### config.mk
export PLATFORM = sky130hd
export DESIGN_NAME = bsu_sqrt
export DESIGN_NICKNAME = d
export VERILOG_FILES = /design/src/hdl/bounding_sphere_union_defines.svh /design/src/hdl/bsu_sqrt.sv
export SDC_FILE = /design/constraint.sdc
export NUM_CORES = 2
export LEC_CHECK = 0
export BUFFER_PORTS_ARGS = -buffer_cell sky130_fd_sc_hd__buf_4
export CORE_UTILIZATION = 50
export DETAILED_ROUTE_END_ITERATION = 6
export GPL_TIMING_DRIVEN = 0
export PLACE_DENSITY = 0.65
export SLEW_MARGIN = 20
export SYNTH_ARGS = -nofsm -noshare
export SYNTH_HDL_FRONTEND = slang
export SYNTH_MEMORY_MAX_BITS = 65536
export SYNTH_SLANG_ARGS = --single-unit
export TNS_END_PERCENT = 50
### constraint.sdc
create_clock -name clk -period 4.1 [get_ports clk]
set_clock_uncertainty 0.15 [all_clocks]
set_input_delay 0.82 -clock clk [delete_from_list [all_inputs] [get_ports clk]]
set_output_delay 0.82 -clock clk [all_outputs]
set_load 0.05 [all_outputs]
### src/hdl/bounding_sphere_union_defines.svh
// Assertion macros shared by the bounding sphere union RTL.
// Included by files that carry concurrent checks; depends on nothing.
`ifndef BOUNDING_SPHERE_UNION_DEFINES_SVH
`define BOUNDING_SPHERE_UNION_DEFINES_SVH

// Same-cycle implication, disabled during reset.
`define BSU_CHECK_SAME(label, clk, rst, ante, cons, msg) \
  label: assert property (@(posedge clk) disable iff (rst) (ante) |-> (cons)) \
    else $error(msg);

// Next-cycle implication, disabled during reset.
`define BSU_CHECK_NEXT(label, clk, rst, ante, cons, msg) \
  label: assert property (@(posedge clk) disable iff (rst) (ante) |=> (cons)) \
    else $error(msg);

`endif

### src/hdl/bsu_sqrt.sv
// Pipelined integer square root, one root bit per stage.
// Depends on nothing beyond its parameters.
module bsu_sqrt #(
  parameter int IW = 68,
  parameter int SW = 1
) (
  input  logic              clk,
  input  logic              rst,
  input  logic              en,
  input  logic              in_valid,
  input  logic [IW-1:0]     radicand,
  input  logic [SW-1:0]     side_in,
  output logic              out_valid,
  output logic [IW/2-1:0]   root,
  output logic [SW-1:0]     side_out
);

  localparam int N = IW / 2;
  localparam int RW = N + 3;

  logic [N-1:0]  root_q [N];
  logic [RW-1:0] rem_q  [N];
  logic [IW-1:0] x_q    [N];
  logic [SW-1:0] side_q [N];
  logic          v_q    [N];

  for (genvar k = 0; k < N; k++) begin : g_step
    localparam int I = N - 1 - k;
    logic [N-1:0]  root_in;
    logic [RW-1:0] rem_in;
    logic [IW-1:0] x_in;
    logic [SW-1:0] s_in;
    logic          v_in;
    logic [RW-1:0] rem_sh;
    logic [RW-1:0] trial;
    logic          ge;

    if (k == 0) begin : g_first
      assign root_in = '0;
      assign rem_in = '0;
      assign x_in = radicand;
      assign s_in = side_in;
      assign v_in = in_valid;
    end else begin : g_next
      assign root_in = root_q[k-1];
      assign rem_in = rem_q[k-1];
      assign x_in = x_q[k-1];
      assign s_in = side_q[k-1];
      assign v_in = v_q[k-1];
    end

    assign rem_sh = {rem_in[RW-3:0], x_in[2*I+1 -: 2]};
    assign trial = RW'({root_in, 2'b01});
    assign ge = rem_sh >= trial;

    always_ff @(posedge clk) begin
      if (rst) begin
        v_q[k] <= 1'b0;
      end else if (en) begin
        v_q[k] <= v_in;
      end
    end

    always_ff @(posedge clk) begin
      if (en) begin
        rem_q[k] <= ge ? rem_sh - trial : rem_sh;
        root_q[k] <= {root_in[N-2:0], ge};
        x_q[k] <= x_in;
        side_q[k] <= s_in;
      end
    end
  end

  assign out_valid = v_q[N-1];
  assign root = root_q[N-1];
  assign side_out = side_q[N-1];

endmodule

==> qor_table.md <==
| Quantity | Reported |
| --- | --- |
| Outcome | complete, no violations |
| VDD IR-drop max | 392 uV |
| Synthesized area divided by synthesized cell count | 12.9 um^2 |
| Post-route clock period utilization | 97.4% |
| Fraction of post-synthesis cell area in the top cell type by area | 64.4% |
| # nets final | 11.6k |
| Number of endpoints failing setup at the final stage | 0 |
| Number of flops mapped to enable cells by yosys | 2887 |
| Antenna violations before repair | 4 |
| Via count | 81.6k |
| Fin cells | 14.7k |
| Path class of the lowest-slack min-delay path | in2reg |
| Overall global routing resource usage | 20.8% |
| Number of iterations in the first detailed-routing pass | 6 |
| Antenna Violating Nets Remaining | 0 |
| Overall routed net length | 285000 um |
| WHS Path Cells | 1 |
| Cell area after synthesis | 0.135 mm^2 |
| Effective utilization at floorplan | 50.2% |
| Warnings from Yosys | 0 |
| Max Root-Sink Buffers | 4 |
| Clock tree from TritonCTS | built |
| Largest family of logic cells by synthesized area | simple AND/OR/NAND/NOR gates |
| Xor-xnor portion of the synthesized cell area | 6.03% |
| Std cell rows | 190 |
| Data arrival time of the critical path | 4.46 ns |
| Largest area contributor in the netlist | sky130_fd_sc_hd__edfxtp_1 |
| First-iteration detailed-routing DRC count | 6471 |
| Achievable Freq | 0.251 GHz |
| Area of the die | 0.271 mm^2 |
| Unrepaired setup endpoints after global routing | yes |
| Accumulated negative setup slack | 0 ns |
| Share of cell area taken by muxes after synthesis | 0.953% |
| Critical path launch point type | register |
| Max-slew violations | 0 |
| Relative max-transition margin | 30.1% |
| WL/cell | 19.4 um |
| Tightest Pin Transition | 1.04 ns |
| Critical path required time | 4.57 ns |
| Adder-Cell Fraction of Synth Area | 5.87% |
| Core box area | 0.268 mm^2 |
| TritonCTS buffer count | 307 |
| Largest cells by area after synthesis | sky130_fd_sc_hd__edfxtp_1, sky130_fd_sc_hd__ha_1, sky130_fd_sc_hd__xnor2_1, sky130_fd_sc_hd__xor2_1, sky130_fd_sc_hd__nand2_1 |
| Count of final hold-check violations | 0 |
| Cell depth of the worst flop-to-flop path | 12 |
| Share of the synthesized area in compound gates (AO/OA/AOI/OAI) | 9.69% |
| Depth of the CTS H-tree | 5 |
| Fraction of final layout cells sized beyond drive strength 1 | 8.04% |
| Post-route cell area | 0.152 mm^2 |
| Post-DP HPWL | 207000 um |
| Clk_lat worst skew | 0.90 ns |
| Total Power | 86300 uW |
| Average vias per placed instance | 5.55 |
| Pin count of the biggest net entering global routing | 169 |
| Number of instances in the synthesized netlist | 10.4k |
| Commonest register cell after synthesis | sky130_fd_sc_hd__edfxtp_1 |
| Power per cell area | 569 mW/mm^2 |
| Share of synthesized flip-flops with an asynchronous set or reset | 0% |
| Syn nets | 11.1k |
| Vertical die dimension | 521 um |
| Wire length of the first global-routing pass | 447000 um |
| Type of the setup path with the least slack | reg2reg |
| Horizontal die dimension | 521 um |
| Total number of clock tree sinks | 2887 |
| Share of the yosys chip area belonging to registers | 64.4% |
| Distinct cell type count after synthesis | 96 |
| Placed cell count | 14.1k |
| Global route total overflow | 0 |
| Largest fanout of any net on the critical path | 10 |
| Via count of the first global-routing pass | 80.4k |
| Cell chosen for the clock root | sky130_fd_sc_hd__clkbuf_16 |
| DRC viols | 0 |
| Register bit count reported by yosys | 2887 |
| Post-synthesis share of cell area spent on and, or, nand and nor gates | 10.2% |
| I/O pins | 109 |
| Total cell area at the placement stage | 0.140 mm^2 |
| Leakage Power | 0.0574 uW |
| Kind of end point of the critical path | register |
| Minimum period implied by the final worst setup slack | 3.99 ns |
| Clock transition at the registers of the reported paths | 0.06 ns |
| Signed area change from the synthesized netlist to the final layout | 12.7% |
| Total of max-cap violations | 0 |
| Weighted congestion at the end of routability-driven global placement | 0.911 |
| Buffers added on ports | 108 |
-- logic make-up after synthesis --
logic type / count (synthesis)
other: 1
AO/OA/AOI/OAI: 2080
AND/OR/NAND/NOR: 2725
flip-flops: 2887
XOR/XNOR: 926
adder cells (fa/ha/maj): 631
multiplexers: 115
buffers and inverters: 1028
-- path summary, 6_finish.rpt --
path / from / to / slack [ns]
worst max-delay path: root_q[30][0] / rem_q[31][21] / 0.11
worst min-delay path: en / x_q[0][31] / 0.23
worst max register to register: root_q[30][0] / rem_q[31][21] / 0.11
worst min register to register: x_q[17][20] / x_q[18][20] / 0.25
-- final cells by class --
type                       instances  area [um^2]
tap                             3552         4440
antenna                            2         5.00
clock inverter                   182         2000
buffer                           215          937
timing repair buffer             205         2150
sequential                      2887        86700
multi-input combinational       6478        44400
clock buffer                     368         8020
inverter                         808         3030
fill                           21552       116000
-- per-layer routing --
layer | part of all wire (%) | global-route usage [%] | wire [um] | up-vias
li1 | - | - | - | 39598
met1 | 44 | 27.7 | 125000 | 39611
met2 | 49 | 35.3 | 139000 | 1871
met3 | 4.3 | 2.37 | 12400 | 494
met4 | 3.3 | 6.99 | 9380 | 2
met5 | 0.0046 | 0 | 13 | -
-- flip-flops by register name, indices dropped and copies added (netlist names) --
name and count:
x_q 1122, rem_q 1102, side_q 34, v_q 34, root_q 595
-- layout by cell type, fill, tap and decap left out, drive strengths merged, types with 152 or more instances in the layout --
master / instances
nand2: 804
nand3: 174
xor2: 449
edfxtp: 2887
xnor2: 477
o21ai: 604
a21o: 267
ha: 631
a21oi: 546
inv: 822
nor2: 541
clkbuf: 565
nor3: 241
buf: 152
-- metrics by stage --
stage | util (%) | hold WS (ns) | setup slack (ns)
global route | 56.6 | 0.233 | -0.0315
global placement | 52.2 | 0.250 | -23.61
detailed placement | 52.4 | 0.255 | -1.54
finish | 56.6 | 0.228 | 0.108
floorplan | - | 0.250 | 0.554
CTS | 56.5 | 0.194 | 0.0190
-- what timing repair did --
item / CTS / global route
setup endpoints to repair: 374 / 580
hold endpoints to repair: 71 / 0
gates cloned: 0 / 1
hold buffers: 71 / 0
gates resized for setup: 76 / 95
buffers inserted: 0 / 4
pin swaps: 1 / 3
-- worst max-delay path, stage by stage, from the launching register on --
cell and delay (ns):
sky130_fd_sc_hd__edfxtp_1 0.49, sky130_fd_sc_hd__inv_1 0.08, sky130_fd_sc_hd__ha_1 0.45, sky130_fd_sc_hd__o21ai_2 0.18, sky130_fd_sc_hd__a2bb2oi_2 0.26, sky130_fd_sc_hd__a22oi_1 0.25
sky130_fd_sc_hd__a2111oi_4 0.44, sky130_fd_sc_hd__nor2_1 0.13, sky130_fd_sc_hd__o21ai_0 0.23, sky130_fd_sc_hd__nand2_1 0.14, sky130_fd_sc_hd__nand3_2 0.23, sky130_fd_sc_hd__clkbuf_4 0.30
sky130_fd_sc_hd__mux2_2 0.38
-- where the power goes --
group / switching [uW] / internal [uW]
Clock: 11400 / 16100
Sequential: 2530 / 37400
Combinational: 11200 / 7670
Total: 25100 / 61200
-- cells in the mapped netlist (all sizes together), types with 14 or more instances --
master,n
nand3,174
or2,55
nand3b,31
o21a,125
nor2,541
nor2b,78
or3,95
or4,77
a2111oi,24
clkbuf,192
and2,75
a21boi,39
o31ai,72
a21oi,546
nand2b,118
a21o,267
nand4b,25
a221oi,18
nor3,241
and4,35
a31o,15
a211oi,67
nor3b,29
nand2,804
buf,28
a211o,15
nor4b,20
o21bai,59
o211ai,31
inv,806
and3,61
o2111ai,14
o21ai,604
xnor2,477
a31oi,40
mux2,105
edfxtp,2887
xor2,449
o41ai,15
ha,631
nand4,103
nor4,141
(Power assumes the default switching activity.)
